===== src/fsl_pkg.sv =====
// ----------------------------------------------------------------------------
// Frame stepper package
// Shared constants, register indexes, mode codes and sequencer states.
// ----------------------------------------------------------------------------
package fsl_pkg;

  localparam int MAX_FRAMES = 256;
  localparam int TIME_BITS  = 24;

  localparam int COUNT_W   = 9;
  localparam int FRAME_W   = 8;
  localparam int PERIOD_W  = COUNT_W + 1;
  localparam int ELAPSED_W = TIME_BITS + 1;
  localparam int QUOT_W    = TIME_BITS + 2;
  localparam int ITER_W    = $clog2(QUOT_W);
  localparam int MODE_W    = 2;
  localparam int REG_IDX_W = 2;
  localparam int CFG_W     = TIME_BITS;
  localparam int IN_DATA_W = ((TIME_BITS + 7) / 8) * 8;
  localparam int OUT_W     = 16;

  localparam logic [COUNT_W-1:0] MAX_COUNT = COUNT_W'(MAX_FRAMES);

  localparam logic [REG_IDX_W-1:0] REG_FRAME_COUNT    = 2'd0;
  localparam logic [REG_IDX_W-1:0] REG_FRAME_DURATION = 2'd1;
  localparam logic [REG_IDX_W-1:0] REG_LOOP_MODE      = 2'd2;

  localparam logic [MODE_W-1:0] MODE_LOOP     = 2'd0;
  localparam logic [MODE_W-1:0] MODE_ONCE     = 2'd1;
  localparam logic [MODE_W-1:0] MODE_PINGPONG = 2'd2;

  localparam logic OP_ADVANCE = 1'b0;
  localparam logic OP_RESET   = 1'b1;

  typedef enum logic [2:0] {
    ST_IDLE,
    ST_DIV_TIME,
    ST_SETUP,
    ST_DIV_FRAME,
    ST_WRAP,
    ST_FINISH
  } state_t;

endpackage


===== src/frame_stepper_loop_modes.sv =====
// ----------------------------------------------------------------------------
// Frame stepper with loop, play-once and ping-pong modes
// Steps an animation frame index from elapsed time using one shared divider.
// ----------------------------------------------------------------------------
// Input beats carry an operation flag on s_tuser and the elapsed time on
// s_tdata. Every input beat produces exactly one output beat on m_tdata with
// the frame index, the direction and a finished flag.
// The configuration port writes the frame count, the frame duration and the
// loop mode; it may be written only while the block is idle.
// One restoring divider, producing one quotient bit per cycle, does all the
// arithmetic. The first pass divides the accumulated time by the frame
// duration; the second, used in every mode but play-once when at least one
// frame is stepped, reduces the new position modulo the frame count or twice
// the frame count.
// A reset beat, an advance with no frames or an already finished play-once
// clip skips the divider; other advances make one pass, or two if a frame is
// stepped outside play-once mode. s_tready is low while a beat is in progress.
// The result sits in an output register, so the next input beat is taken
// while a result waits; if the receiver stalls, the following result is held
// in the sequencer until the output register frees.
// The synchronous reset clears the playback state, restores the register
// defaults and empties the output register.
// ----------------------------------------------------------------------------
module frame_stepper_loop_modes (
  input  logic                         clk,
  input  logic                         rst,
  input  logic                         s_tvalid,
  output logic                         s_tready,
  input  logic [fsl_pkg::IN_DATA_W-1:0] s_tdata,  // [23:0] delta_time
  input  logic                         s_tuser,  // [0] op
  output logic                         m_tvalid,
  input  logic                         m_tready,
  output logic [fsl_pkg::OUT_W-1:0]    m_tdata,  // [7:0] frame_index,
                                                 // [8] going_backward,
                                                 // [9] finished
  input  logic                         cfg_we,
  input  logic [fsl_pkg::REG_IDX_W-1:0] cfg_index,
  input  logic [fsl_pkg::CFG_W-1:0]    cfg_data
);
  import fsl_pkg::*;

  logic [COUNT_W-1:0]   frame_count;
  logic [TIME_BITS-1:0] frame_duration;
  logic [MODE_W-1:0]    loop_mode;

  state_t state, state_next;
  logic [ELAPSED_W-1:0] elapsed, elapsed_next;
  logic [FRAME_W-1:0]   frame_now, frame_now_next;
  logic                 backward, backward_next;
  logic                 fin, fin_next;
  logic [QUOT_W-1:0]    quot, quot_next;
  logic [TIME_BITS-1:0] rem, rem_next;
  logic [TIME_BITS-1:0] dvsr, dvsr_next;
  logic [ITER_W-1:0]    iter, iter_next;

  logic [FRAME_W-1:0] out_frame;
  logic               out_back;
  logic               out_fin;
  logic               out_load;

  logic [COUNT_W-1:0]   cnt_eff;
  logic [COUNT_W-1:0]   cnt_m1;
  logic [PERIOD_W-1:0]  period;
  logic [TIME_BITS-1:0] dur_eff;
  logic                 is_ping;
  logic                 at_end;
  logic [QUOT_W-1:0]    sum_time;
  logic [ELAPSED_W-1:0] shifted;
  logic [ELAPSED_W-1:0] diff;
  logic                 take;
  logic [COUNT_W-1:0]   room;
  logic [ELAPSED_W-1:0] steps;
  logic                 fold;
  logic [COUNT_W-1:0]   f_adj;
  logic [ELAPSED_W-1:0] n_adj;
  logic [PERIOD_W-1:0]  pos;
  logic [PERIOD_W-1:0]  r_mod;
  logic [PERIOD_W-1:0]  mirror;

  assign cnt_eff = (frame_count > MAX_COUNT) ? MAX_COUNT : frame_count;
  assign cnt_m1  = cnt_eff - COUNT_W'(1);
  assign period  = {cnt_eff, 1'b0};
  assign dur_eff = (frame_duration == '0) ? TIME_BITS'(1) : frame_duration;
  assign is_ping = (loop_mode == MODE_PINGPONG);
  assign at_end  = ({1'b0, frame_now} >= cnt_m1);
  assign sum_time = {1'b0, elapsed} + {2'b0, s_tdata[TIME_BITS-1:0]};

  assign shifted = {rem, quot[QUOT_W-1]};
  assign diff    = shifted - {1'b0, dvsr};
  assign take    = (shifted >= {1'b0, dvsr});

  assign steps  = quot[ELAPSED_W-1:0];
  assign room   = at_end ? '0 : (cnt_m1 - {1'b0, frame_now});
  assign fold   = ({1'b0, frame_now} >= cnt_eff);
  assign f_adj  = fold ? cnt_m1 : {1'b0, frame_now};
  assign n_adj  = steps - (fold ? ELAPSED_W'(1) : '0);
  assign pos    = (fold || backward) ? (period - PERIOD_W'(1) - {1'b0, f_adj})
                                     : {1'b0, f_adj};
  assign r_mod  = rem[PERIOD_W-1:0];
  assign mirror = period - PERIOD_W'(1) - r_mod;

  assign s_tready = (state == ST_IDLE);
  assign out_load = (state == ST_FINISH) && (!m_tvalid || m_tready);
  assign m_tdata  = {{(OUT_W - FRAME_W - 2){1'b0}}, out_fin, out_back, out_frame};

  always_ff @(posedge clk) begin
    if (rst) begin
      frame_count    <= COUNT_W'(1);
      frame_duration <= TIME_BITS'(1);
      loop_mode      <= MODE_LOOP;
    end else if (cfg_we) begin
      case (cfg_index)
        REG_FRAME_COUNT:    frame_count    <= cfg_data[COUNT_W-1:0];
        REG_FRAME_DURATION: frame_duration <= cfg_data[TIME_BITS-1:0];
        REG_LOOP_MODE:      loop_mode      <= cfg_data[MODE_W-1:0];
        default: ;
      endcase
    end
  end

  always_ff @(posedge clk) begin
    if (rst) begin
      state     <= ST_IDLE;
      elapsed   <= '0;
      frame_now <= '0;
      backward  <= 1'b0;
      fin       <= 1'b0;
      iter      <= '0;
      m_tvalid  <= 1'b0;
    end else begin
      state     <= state_next;
      elapsed   <= elapsed_next;
      frame_now <= frame_now_next;
      backward  <= backward_next;
      fin       <= fin_next;
      iter      <= iter_next;
      if (out_load) begin
        m_tvalid <= 1'b1;
      end else if (m_tready) begin
        m_tvalid <= 1'b0;
      end
    end
  end

  always_ff @(posedge clk) begin
    quot <= quot_next;
    rem  <= rem_next;
    dvsr <= dvsr_next;
    if (out_load) begin
      out_frame <= frame_now;
      out_back  <= backward;
      out_fin   <= fin;
    end
  end

  always_comb begin
    state_next     = state;
    elapsed_next   = elapsed;
    frame_now_next = frame_now;
    backward_next  = backward;
    fin_next       = fin;
    quot_next      = quot;
    rem_next       = rem;
    dvsr_next      = dvsr;
    iter_next      = iter;
    case (state)
      ST_IDLE: begin
        if (s_tvalid) begin
          fin_next = 1'b0;
          if (s_tuser == OP_RESET) begin
            elapsed_next   = '0;
            frame_now_next = '0;
            backward_next  = 1'b0;
            state_next     = ST_FINISH;
          end else if (cnt_eff == '0) begin
            elapsed_next = '0;
            fin_next     = 1'b1;
            state_next   = ST_FINISH;
          end else if (loop_mode == MODE_ONCE && at_end &&
                       elapsed >= {1'b0, dur_eff}) begin
            elapsed_next = '0;
            fin_next     = 1'b1;
            state_next   = ST_FINISH;
          end else begin
            quot_next  = {1'b0, sum_time[ELAPSED_W-1:0]};
            rem_next   = '0;
            dvsr_next  = dur_eff;
            iter_next  = '0;
            state_next = ST_DIV_TIME;
          end
        end
      end
      ST_DIV_TIME, ST_DIV_FRAME: begin
        rem_next  = take ? diff[TIME_BITS-1:0] : shifted[TIME_BITS-1:0];
        quot_next = {quot[QUOT_W-2:0], take};
        iter_next = iter + ITER_W'(1);
        if (iter == ITER_W'(QUOT_W - 1)) begin
          state_next = (state == ST_DIV_TIME) ? ST_SETUP : ST_WRAP;
        end
      end
      ST_SETUP: begin
        elapsed_next = {1'b0, rem};
        state_next   = ST_FINISH;
        if (loop_mode == MODE_ONCE) begin
          if (steps > {{(ELAPSED_W - COUNT_W){1'b0}}, room}) begin
            frame_now_next = (cnt_m1 > {1'b0, frame_now}) ? cnt_m1[FRAME_W-1:0]
                                                          : frame_now;
            elapsed_next   = '0;
            fin_next       = 1'b1;
          end else begin
            frame_now_next = frame_now + steps[FRAME_W-1:0];
          end
        end else if (steps != '0) begin
          iter_next  = '0;
          rem_next   = '0;
          state_next = ST_DIV_FRAME;
          if (is_ping) begin
            quot_next = {{(QUOT_W - PERIOD_W){1'b0}}, pos} + {1'b0, n_adj};
            dvsr_next = {{(TIME_BITS - PERIOD_W){1'b0}}, period};
          end else begin
            quot_next = {{(QUOT_W - FRAME_W){1'b0}}, frame_now} + {1'b0, steps};
            dvsr_next = {{(TIME_BITS - COUNT_W){1'b0}}, cnt_eff};
          end
        end
      end
      ST_WRAP: begin
        state_next = ST_FINISH;
        if (is_ping) begin
          if (r_mod < {1'b0, cnt_eff}) begin
            frame_now_next = r_mod[FRAME_W-1:0];
            backward_next  = 1'b0;
          end else begin
            frame_now_next = mirror[FRAME_W-1:0];
            backward_next  = 1'b1;
          end
        end else begin
          frame_now_next = r_mod[FRAME_W-1:0];
        end
      end
      ST_FINISH: begin
        if (!m_tvalid || m_tready) begin
          state_next = ST_IDLE;
        end
      end
      default: begin
        state_next = ST_IDLE;
      end
    endcase
  end

  a_busy_after_accept: assert property (@(posedge clk) disable iff (rst)
    (s_tvalid && s_tready) |=> !s_tready)
    else $error("input accepted while a beat was still in progress");

  a_rem_below_divisor: assert property (@(posedge clk) disable iff (rst)
    (state == ST_DIV_TIME || state == ST_DIV_FRAME) |-> (rem < dvsr))
    else $error("divider remainder reached the divisor");

  a_wrap_in_range: assert property (@(posedge clk) disable iff (rst)
    (state == ST_WRAP) |=> ({1'b0, frame_now} < cnt_eff))
    else $error("wrapped frame index lies outside the clip");

endmodule


===== config.mk =====
export PLATFORM = sky130hd
export DESIGN_NAME = frame_stepper_loop_modes
export DESIGN_NICKNAME = d
export VERILOG_FILES = /design/src/fsl_pkg.sv /design/src/frame_stepper_loop_modes.sv
export SDC_FILE = /design/constraint.sdc
export NUM_CORES = 1
export LEC_CHECK = 0
export ABC_AREA = 0
export BUFFER_PORTS_ARGS = -buffer_cell sky130_fd_sc_hd__buf_2
export CELL_PAD_IN_SITES_DETAIL_PLACEMENT = 0
export CELL_PAD_IN_SITES_GLOBAL_PLACEMENT = 2
export CORE_UTILIZATION = 39
export DETAILED_ROUTE_END_ITERATION = 8
export PLACE_DENSITY_LB_ADDON = 0.1
export REMOVE_ABC_BUFFERS = 1
export SYNTH_ARGS = -nofsm -noshare
export SYNTH_HDL_FRONTEND = slang
export SYNTH_SLANG_ARGS = --single-unit

===== constraint.sdc =====
create_clock -name clk -period 9.6 [get_ports clk]
set_clock_uncertainty 0.15 [all_clocks]
set_input_delay 1.92 -clock clk [delete_from_list [all_inputs] [get_ports clk]]
set_output_delay 1.92 -clock clk [all_outputs]
set_load 0.02 [all_outputs]

### Yosys cells after proc, flatten, opt, wreduce, memory -nomap -nowiden

Cells that the tools add are included.

* register bits: 163
* output and inout port bits: 18

* add/subtract/negate cells: 12
* magnitude comparators: 8
* equality and inequality tests: 24
* muxes and demuxes: 76
* reductions and logical operators: 27

Operators by type and width (number)
* 2-to-1 mux 24 bit: 16
* 2-to-1 mux 26 bit: 7
* 2-to-1 mux 25 bit: 4
* case mux 26 bit (3 select lines): 1
* case mux 24 bit (3 select lines): 1
* 2-to-1 mux 8 bit: 7
* greater-or-equal comparator 25 x 24 -> 1 bit: 2
* case mux 25 bit (2 select lines): 1
* case mux 24 bit (2 select lines): 1
* 2-to-1 mux 5 bit: 6
* 2-to-1 mux 3 bit: 9
* 2-to-1 mux 9 bit: 3
* adder 10 x 25 -> 26 bit: 1
* adder 8 x 25 -> 26 bit: 1
* adder 25 x 24 -> 25 bit: 1
* greater-than comparator 25 x 9 -> 1 bit: 1
* nonzero test 25 bit: 1
* subtractor 25 x 1 -> 25 bit: 1
* logical NOT 24 bit: 1
* case mux 8 bit (3 select lines): 1
* subtractor 24 bit: 1
* 2-to-1 mux 10 bit: 2
* != test 2 bit (second input constant): 10
* greater-or-equal comparator 8 x 9 -> 1 bit: 2
* 37 further kinds: 66

### Longest topological paths before layout

Gate-level depths: netlist (run 1).

* word-level depth: 11
* mapped depth: 32
* depth with buffers taken out: 30

### Worst setup path after synthesis (run 1)

Ideal clock, no wire load.

* path type: reg2reg
* start: reg frame_count[8]
* end: reg quot[22], data pin
* library setup time: 0.264 ns
* data arrival time: 6.343 ns
* data required time: 9.186 ns
* setup slack: 2.843 ns
* stages on the path, launching flop included: 33
* clock period less this slack: 6.757 ns
* cell sequence: dfxtp_1 > clkbuf_1 > inv_1 > nand2_1 > inv_1 > ha_1 > nand2b_1 > a21o_1 > a21o_1 > a21o_1 > a211o_1 > a211oi_1 > nor3_1 > clkbuf_1 > mux2i_1 > ha_1 > nor2b_1 > o21ai_0 > a21boi_0 > o21ai_0 > a21boi_0 > o21a_1 > or3_1 > and3_1 > ha_1 > nand3_1 > a21oi_1 > a21oi_1 > a21o_1 > nor3_1 > mux2i_1 > o2111a_1 > o21ai_1

* cells in the longest elaborated chain, start to end: 11

Ends and longest elaborated chain
* from (decl): RTL line frame_stepper_loop_modes.sv:42 `logic [COUNT_W-1:0] frame_count;`
* from (signal assigned): RTL line frame_stepper_loop_modes.sv:113 `REG_FRAME_COUNT: frame_count <= cfg_data[COUNT_W-1:0];`
* greater-than comparator 9 bit: RTL line frame_stepper_loop_modes.sv:80 `assign cnt_eff = (frame_count > MAX_COUNT) ? MAX_COUNT : frame_count;`
* 2-to-1 mux 9 bit (*): RTL line frame_stepper_loop_modes.sv:80
* subtractor 9 x 1 -> 9 bit or greater-or-equal comparator 8 x 9 -> 1 bit (tied branches): RTL line frame_stepper_loop_modes.sv:81, frame_stepper_loop_modes.sv:94
* 2-to-1 mux 9 bit: RTL line frame_stepper_loop_modes.sv:95 `assign f_adj = fold ? cnt_m1 : {1'b0, frame_now};`
* subtractor 10 x 9 -> 10 bit: RTL line frame_stepper_loop_modes.sv:97 `assign pos = (fold || backward) ? (period - PERIOD_W'(1) - {1'b0, f_adj})`
* 2-to-1 mux 10 bit: RTL line frame_stepper_loop_modes.sv:97
* adder 10 x 25 -> 26 bit (*): RTL line frame_stepper_loop_modes.sv:218 `quot_next = {{(QUOT_W - PERIOD_W){1'b0}}, pos} + {1'b0, n_adj};`
* 2-to-1 mux 26 bit (*): RTL line frame_stepper_loop_modes.sv:217 `if (is_ping) begin`
* 2-to-1 mux 26 bit (*): RTL line frame_stepper_loop_modes.sv:213 `end else if (steps != '0) begin`
* 2-to-1 mux 26 bit (*): RTL line frame_stepper_loop_modes.sv:204 `if (loop_mode == MODE_ONCE) begin`
* case mux 26 bit (3 select lines) (*): RTL line frame_stepper_loop_modes.sv:166 `case (state)`
* via quot_next[22]: RTL line frame_stepper_loop_modes.sv:51 `logic [QUOT_W-1:0] quot, quot_next;`
* to (signal assigned): RTL line frame_stepper_loop_modes.sv:146 `quot <= quot_next;`
* to (decl): RTL line frame_stepper_loop_modes.sv:51

The timed path passes the listed nets; every way through them passes the cells marked *. The select of a mux whose other input is x is not followed.
A chain may end at the register's enable or synchronous reset.

### Worst setup path after layout (run 1)

Ends and elaborated chain as after synthesis.

==> results of run 1 <==
==> per-stage QoR <==
step	cell area (µm²)	setup WS (ps)	util	hold WS (ps)
finish	16000	1730	0.436	323
global route	16000	1230	0.436	345
CTS	16000	1790	0.436	325
detailed placement	15400	1820	0.419	297
global placement	15400	1980	0.419	315
floorplan	14200	2690	-	259
==> per-layer routing <==
| layer | vias up | global-route usage | routed length [µm] | part of all wire |
|---|---|---|---|---|
| li1 | 6681 | - | - | - |
| met2 | 343 | 0.426 | 22800 | 0.45 |
| met1 | 6600 | 0.387 | 24900 | 0.49 |
| met3 | 46 | 0.0335 | 2230 | 0.044 |
| met5 | - | 0 | 0 | 0 |
| met4 | 0 | 0.0688 | 901 | 0.018 |
==> critical path: cells and delay by family, from the launching register on <==
kind	cells	cell delay, ps
buf+inv	2	450
simple gates	7	2100
mux	2	540
compound gates	16	2780
fa+ha+maj	3	990
flops	1	550
==> cell type report <==
| cell class | instances | area (µm²) |
|---|---|---|
| sequential | 162 | 4080 |
| clock buffer | 26 | 587 |
| multi-input combinational | 1452 | 9820 |
| timing repair buffer | 91 | 515 |
| clock inverter | 6 | 47.5 |
| inverter | 99 | 372 |
| fill | 3711 | 20700 |
| tap | 468 | 586 |
==> flip-flops by register name, summed over array words and instances, names as in the netlist <==
signal / flops
quot: 26
state: 3
fin: 1
out_fin: 1
out_back: 1
rem: 24
elapsed: 24
frame_now: 8
frame_duration: 24
loop_mode: 2
m_tvalid: 1
dvsr: 24
frame_count: 9
out_frame: 8
backward: 1
iter: 5
==> cells by family (layout without fill, tap and decap cells) <==
kind of cell	Yosys count	after routing	synth area share
AOI/OAI and AO/OA	510	510	0.232
xor gates and xnor gates	101	101	0.0607
adders and majority gates	150	150	0.131
buffers and inverters	184	222	0.0497
DFF	162	162	0.280
muxes	50	50	0.0347
other	1	6	0.000257
and+or+nand+nor	635	635	0.211
==> report_power, final <==
group	total [W]	internal, W	switching [W]
sequential	0.00119	0.000910	0.000276
clock	0.000736	0.000428	0.000309
combinational	0.00234	0.000948	0.00139
total	0.00426	0.00229	0.00198
==> cell usage after synthesis, types with 7 or more instances <==
cell	number
nand3_1	38
o211ai_1	13
clkbuf_1	68
nor3_1	54
and2_1	9
nand2_1	207
o31a_1	9
nand2b_1	18
o311ai_0	23
o21a_1	30
a22oi_1	10
or2_2	8
xnor2_1	59
o31ai_1	7
edfxtp_1	84
or3_1	18
a21o_1	42
nor2b_1	19
xor2_1	42
nor4_1	22
dfxtp_1	78
and3_1	33
a211o_1	10
inv_1	97
nand4_1	14
buf_4	8
o21bai_1	7
a211oi_1	23
a221oi_1	7
ha_1	145
a21oi_1	129
nor2_1	156
a31oi_1	35
mux2i_1	46
o21ai_0	92
==> final timing paths <==
check,start,end,slack (ps),depth (start not counted)
hold / removal,frame_duration[21]$_SDFFE_PP0P_,frame_duration[21]$_SDFFE_PP0P_,320,2
setup reg to reg,frame_count[8]$_SDFFE_PP0P_,quot[22]$_DFFE_PP_,1730,30
hold reg to reg,frame_duration[21]$_SDFFE_PP0P_,frame_duration[21]$_SDFFE_PP0P_,320,2
setup / recovery,frame_count[8]$_SDFFE_PP0P_,quot[22]$_DFFE_PP_,1730,30
==> cells in the final DEF, fill, tap and decap left out, types with 13 or more instances in the layout <==
master	count
nand3_1	38
xnor2_1	59
buf_4	24
nor2_1	153
buf_2	67
nor4_1	21
a211oi_1	23
xor2_1	42
clkbuf_16	23
o21ai_0	92
a21oi_1	128
nand2b_1	18
ha_1	145
nand4_1	14
nand2_1	207
dfxtp_1	78
nor2b_1	19
mux2i_1	46
a21o_1	42
and3_1	33
o211ai_1	13
o311ai_0	23
nor3_1	53
or3_1	18
o21a_1	30
inv_1	97
edfxtp_1	84
a31oi_1	35
==> flow_summary.yaml, run 1 <==
synth:
  synth.ff_latch_count: 162
  ys_seq_area_frac: 0.280
  ys.warnings.count: 0
  syn-cell-area_um2: 14600
  synth_flop_cell: "edfxtp_1"
  syn_avg_cell_area_um2: 8.13
  synth_edf_count: 84
  synth_top_cell_by_area: "edfxtp_1"
  synth_area_leaders: "edfxtp_1 (17%), ha_1 (12%), dfxtp_1 (11%), nand2_1 (5.3%), a21oi_1 (4.4%)"
  async_flop_share: 0
  synth_cells: 1793
  synth_top_area_share: 0.173
  yosysUniqueCellTypes: 87
grt:
  grt_pass1_wl_um: 78800
  antenna_found_initial: 0
  overflow: 0
  track_usage: 0.270
  grt_pass1_vias: 13062
  grt_max_degree: 73
die:
  die_w_um: 195
  rows: 70
  core_um2: 36700
  die_h_um: 195
  initial_core_util: 0.397
  die_area_um2: 38200
  pin_count: 74
cts:
  clkTransAtPathRegs_ps: 70
  cts_tree: "yes"
  cts_hold_buf: 0
  cts_max_level: 4
  post_cts_buffers: 0
  cts_inserted_buffers: 17
  clk-insertion-delay-late_ps: 450
  ctsResizeCount: 0
  cts_buffer_depth: 2
  cts_sinks: 162
  cts_root_buf: "clkbuf_16"
placement:
  place.gp.congestion: 0.888
  place_inst: 2272
  io_buffers: 67
  dp.final_hpwl_um: 38600
cells_and_area:
  area_delta_synth_final_pct: 9.85
  final-instance-count-excl-fill: 2304
  diodes: 0
  drive_above_1_share: 0.0866
  nNetsFinal: 2029
run_status:
  status: "finished clean"
critical_path:
  required_ps: 9640
  cp_common_cell: "a21o_1"
  crit_slowest_cell: "nor3_2"
  cp-start-kind: "register"
  worst-path-max-fanout: 13
  cpPeakStageDelay_ps: 860
  path_class: "reg -> reg"
  cp.arrival_ps: 7900
  end_kind: "register"
power_and_ir_drop:
  ir_drop_uv: 140
  powerDensity_nw_per_um2: 266
  p_leak_nw: 6.48
  finalPower_w: 0.00426
routing:
  ant_nets: 0
  wire_per_inst_um: 22.1
  drt_pass1_iterations: 7
  routed_wl_um: 50900
  vias: 13670
  drc: 0
  drtIter0Drc: 1012
  routed_via_density: 5.93
timing:
  slew_headroom: 0.188
  finalSetupTns_ps: 0
  rsz0062_at_grt: "false"
  post-route-period-util: 0.819
  finalHoldViolCount: 0
  finalSetupViolCount: 0
  worst-slew-pin-transition_ps: 1210
  drv_slew: 0
  max_freq_mhz: 127
  period_minus_slack_ps: 7870
hold_path:
  hold_path.class: "reg -> reg"
run:
  cap_violations: 0
Note: power is estimated with default switching activity, not from simulation.
==> run 2: changes to the inputs <==
--- a/config.mk
+++ b/config.mk
@@ -5,11 +5,11 @@
 export SDC_FILE = /design/constraint.sdc
 export NUM_CORES = 1
 export LEC_CHECK = 0
-export ABC_AREA = 0
+export ABC_AREA = 1
 export BUFFER_PORTS_ARGS = -buffer_cell sky130_fd_sc_hd__buf_2
 export CELL_PAD_IN_SITES_DETAIL_PLACEMENT = 0
 export CELL_PAD_IN_SITES_GLOBAL_PLACEMENT = 2
-export CORE_UTILIZATION = 39
+export CORE_UTILIZATION = 32
 export DETAILED_ROUTE_END_ITERATION = 8
 export PLACE_DENSITY_LB_ADDON = 0.1
 export REMOVE_ABC_BUFFERS = 1
==> constraint.sdc (replaced) <==
create_clock -name clk -period 7.1 [get_ports clk]
set_clock_uncertainty 0.15 [all_clocks]
set_input_delay 1.42 -clock clk [delete_from_list [all_inputs] [get_ports clk]]
set_output_delay 1.42 -clock clk [all_outputs]
set_load 0.02 [all_outputs]
==> run 2 against run 1 <==
Net effect: sequential cell count did not move; sequential share of layout area is 0.45 points lower; die area increased by 23%; sequential power is 57% higher; register-to-register slack worse by 790 ps; hold slack worse by 42 ps; final cell count rose by 23%; maximum frequency is 28% higher; critical endpoint is now quot[23]$_DFFE_PP_; largest cell class unchanged.
==> flow_summary.yaml, run 2 <==
run_status:
  status: "finished clean"
grt:
  antenna_found_initial: 0
  track_usage: 0.243
  overflow: 0
  grt_pass1_wl_um: 86100
  grt_pass1_vias: 14421
  grt_max_degree: 66
synth:
  synth_top_cell_by_area: "edfxtp_1"
  synth_top_family_by_area: "simple AND/OR/NAND/NOR gates"
  syn_avg_cell_area_um2: 6.75
  synthAdderAreaFrac: 0.130
  synth-compound-area-share: 0.178
  synth_top_area_share: 0.171
  synth_xor_area_frac: 0.0408
  synth.ff_latch_count: 162
  synth_cells: 2190
  synth_edf_count: 84
  ys.warnings.count: 0
  ys_seq_area_frac: 0.276
  yosys-top-cells-count: "nand2_1 (490), inv_1 (275), nor2_1 (226)"
  synth-simple-area-share: 0.282
  yosysUniqueCellTypes: 53
  async_flop_share: 0
  synth_most_common_cell: "nand2_1"
  muxShareOfSynthArea: 0
  synth_flop_cell: "edfxtp_1"
  synth_area_leaders: "edfxtp_1 (17%), nand2_1 (12%), ha_1 (12%), dfxtp_1 (11%), a21oi_1 (7.2%)"
  syn-cell-area_um2: 14800
critical_path:
  r2r-end: "quot[23]$_DFFE_PP_"
  crit_family: "simple AND/OR/NAND/NOR gates"
  path_class: "reg -> reg"
  end_kind: "register"
  cpPeakStageDelay_ps: 440
  required_ps: 7210
  crit_start: "frame_count[8]$_SDFFE_PP0P_"
  worst-path-max-fanout: 19
  cp.arrival_ps: 6270
  ff2ff_setup_slack_ps: 940
  regToRegStartpoint: "frame_count[8]$_SDFFE_PP0P_"
  crit_slowest_cell: "dfxtp_1"
  r2r.worst_path.cells: 33
  cp_common_cell: "nand2_1"
  crit_buf_inv: 2
  cp-start-kind: "register"
die:
  initial_core_util: 0.325
  die_area_um2: 47000
  rows: 78
  die_h_um: 217
  core_um2: 45500
  pin_count: 74
  die_w_um: 217
cts:
  cts_hold_buf: 0
  cts_inserted_buffers: 17
  cts_sinks: 162
  cts_tree: "yes"
  ctsResizeCount: 0
  clkTransAtPathRegs_ps: 90
  post_cts_buffers: 0
  cts_buffer_depth: 2
  cts_max_level: 4
  clk-insertion-delay-late_ps: 490
  cts_root_buf: "clkbuf_16"
hold_path:
  whs_path_depth: 0
  hp-start: "fin$_SDFFE_PP0P_"
  hold_end: "out_fin$_DFFE_PP_"
  hold_path.class: "reg -> reg"
routing:
  drtIter0Drc: 1045
  routed_via_density: 5.21
  drt_pass1_iterations: 5
  vias: 14836
  wire_per_inst_um: 19.8
  ant_nets: 0
  drc: 0
  routed_wl_um: 56200
power_and_ir_drop:
  p_leak_nw: 7.40
  ir_drop_uv: 367
  powerDensity_nw_per_um2: 497
cells_and_area:
  regMostFlops: "quot"
  nNetsFinal: 2438
  layout_commonest_cell: "nand2_1"
  largest_reg_flops: 26
  diodes: 0
  final_cell_mix: "nand2_1 (490), inv_1 (273), nor2_1 (224)"
  area_delta_synth_final_pct: 10.4
  drive_above_1_share: 0.0668
timing:
  finalSetupTns_ps: 0
  period_minus_slack_ps: 6160
  max_freq_mhz: 162
  finalSetupViolCount: 0
  finalHoldViolCount: 0
  fin_ws_ps: 940
  post-route-period-util: 0.868
  rsz0062_at_grt: "false"
  slew_headroom: 0.291
  drv_slew: 0
  worst-slew-pin-transition_ps: 1060
placement:
  dp.final_hpwl_um: 44600
  place.gp.congestion: 0.934
  io_buffers: 67
  pre_cts_slack_ps: 1020
run:
  cap_violations: 0
run 2: where the power goes:
group          switching, W  leakage (nW)  internal, W  total, W
registers          0.000434          1.46      0.00144   0.00187
logic               0.00350          5.65      0.00171   0.00522
clock network      0.000464         0.296     0.000543   0.00101
total               0.00440          7.40      0.00369   0.00809
run 2: cell type report:
type	count	area, µm²
sequential	162	4080
clock inverter	10	110
inverter	278	1040
tap	600	751
multi-input combinational	1689	9350
fill	5085	29200
clock buffer	22	497
timing repair buffer	84	463
run 2: cells by family after synthesis:
group                    after synthesis
AND/OR/NAND/NOR                      984
AO/OA/AOI/OAI                        481
other                                  1
adder cells (fa/ha/maj)              150
flip-flops                           162
XOR/XNOR                              68
buffers and inverters                344
run 2: worst register-to-register path: cells and delay by family, from the launching register on:
kind	cells	cell delay [ps]
fa+ha+maj	3	1090
compound gates	7	1510
buf+inv	2	410
simple gates	20	2180
flops	1	440
xor+xnor	1	160
run 2: how the worst max path moves through the flow:
stage | endpoint | depth (start not counted)
6_report | quot[23]$_DFFE_PP_ | 33
3_5_place_dp | quot[23]$_DFFE_PP_ | 33
5_1_grt | quot[23]$_DFFE_PP_ | 32
3_3_place_gp | elapsed[21]$_SDFFE_PP0P_ | 28
2_1_floorplan | quot[23]$_DFFE_PP_ | 32
4_1_cts | quot[23]$_DFFE_PP_ | 33
run 2: layer usage:
layer	share of wire	track usage	vias to the layer above	routed length, µm
met5	0	0	-	0
met4	0.014	0.0650	0	766
met3	0.032	0.0232	37	1800
met2	0.47	0.405	342	26300
met1	0.49	0.334	6990	27400
li1	-	-	7467	-
run 2: stage by stage:
stage                     std cells  total power [W]   util  hold slack, ps  instance area, µm²
after floorplan                2129          0.00537      -             258               14500
after global placement         2813          0.00710  0.345             272               15700
after detailed placement       2813          0.00707  0.345             268               15700
after CTS                      2845          0.00812  0.358             284               16300
after global routing           2845          0.00884  0.358             302               16300
final                          2845          0.00809  0.358             282               16300
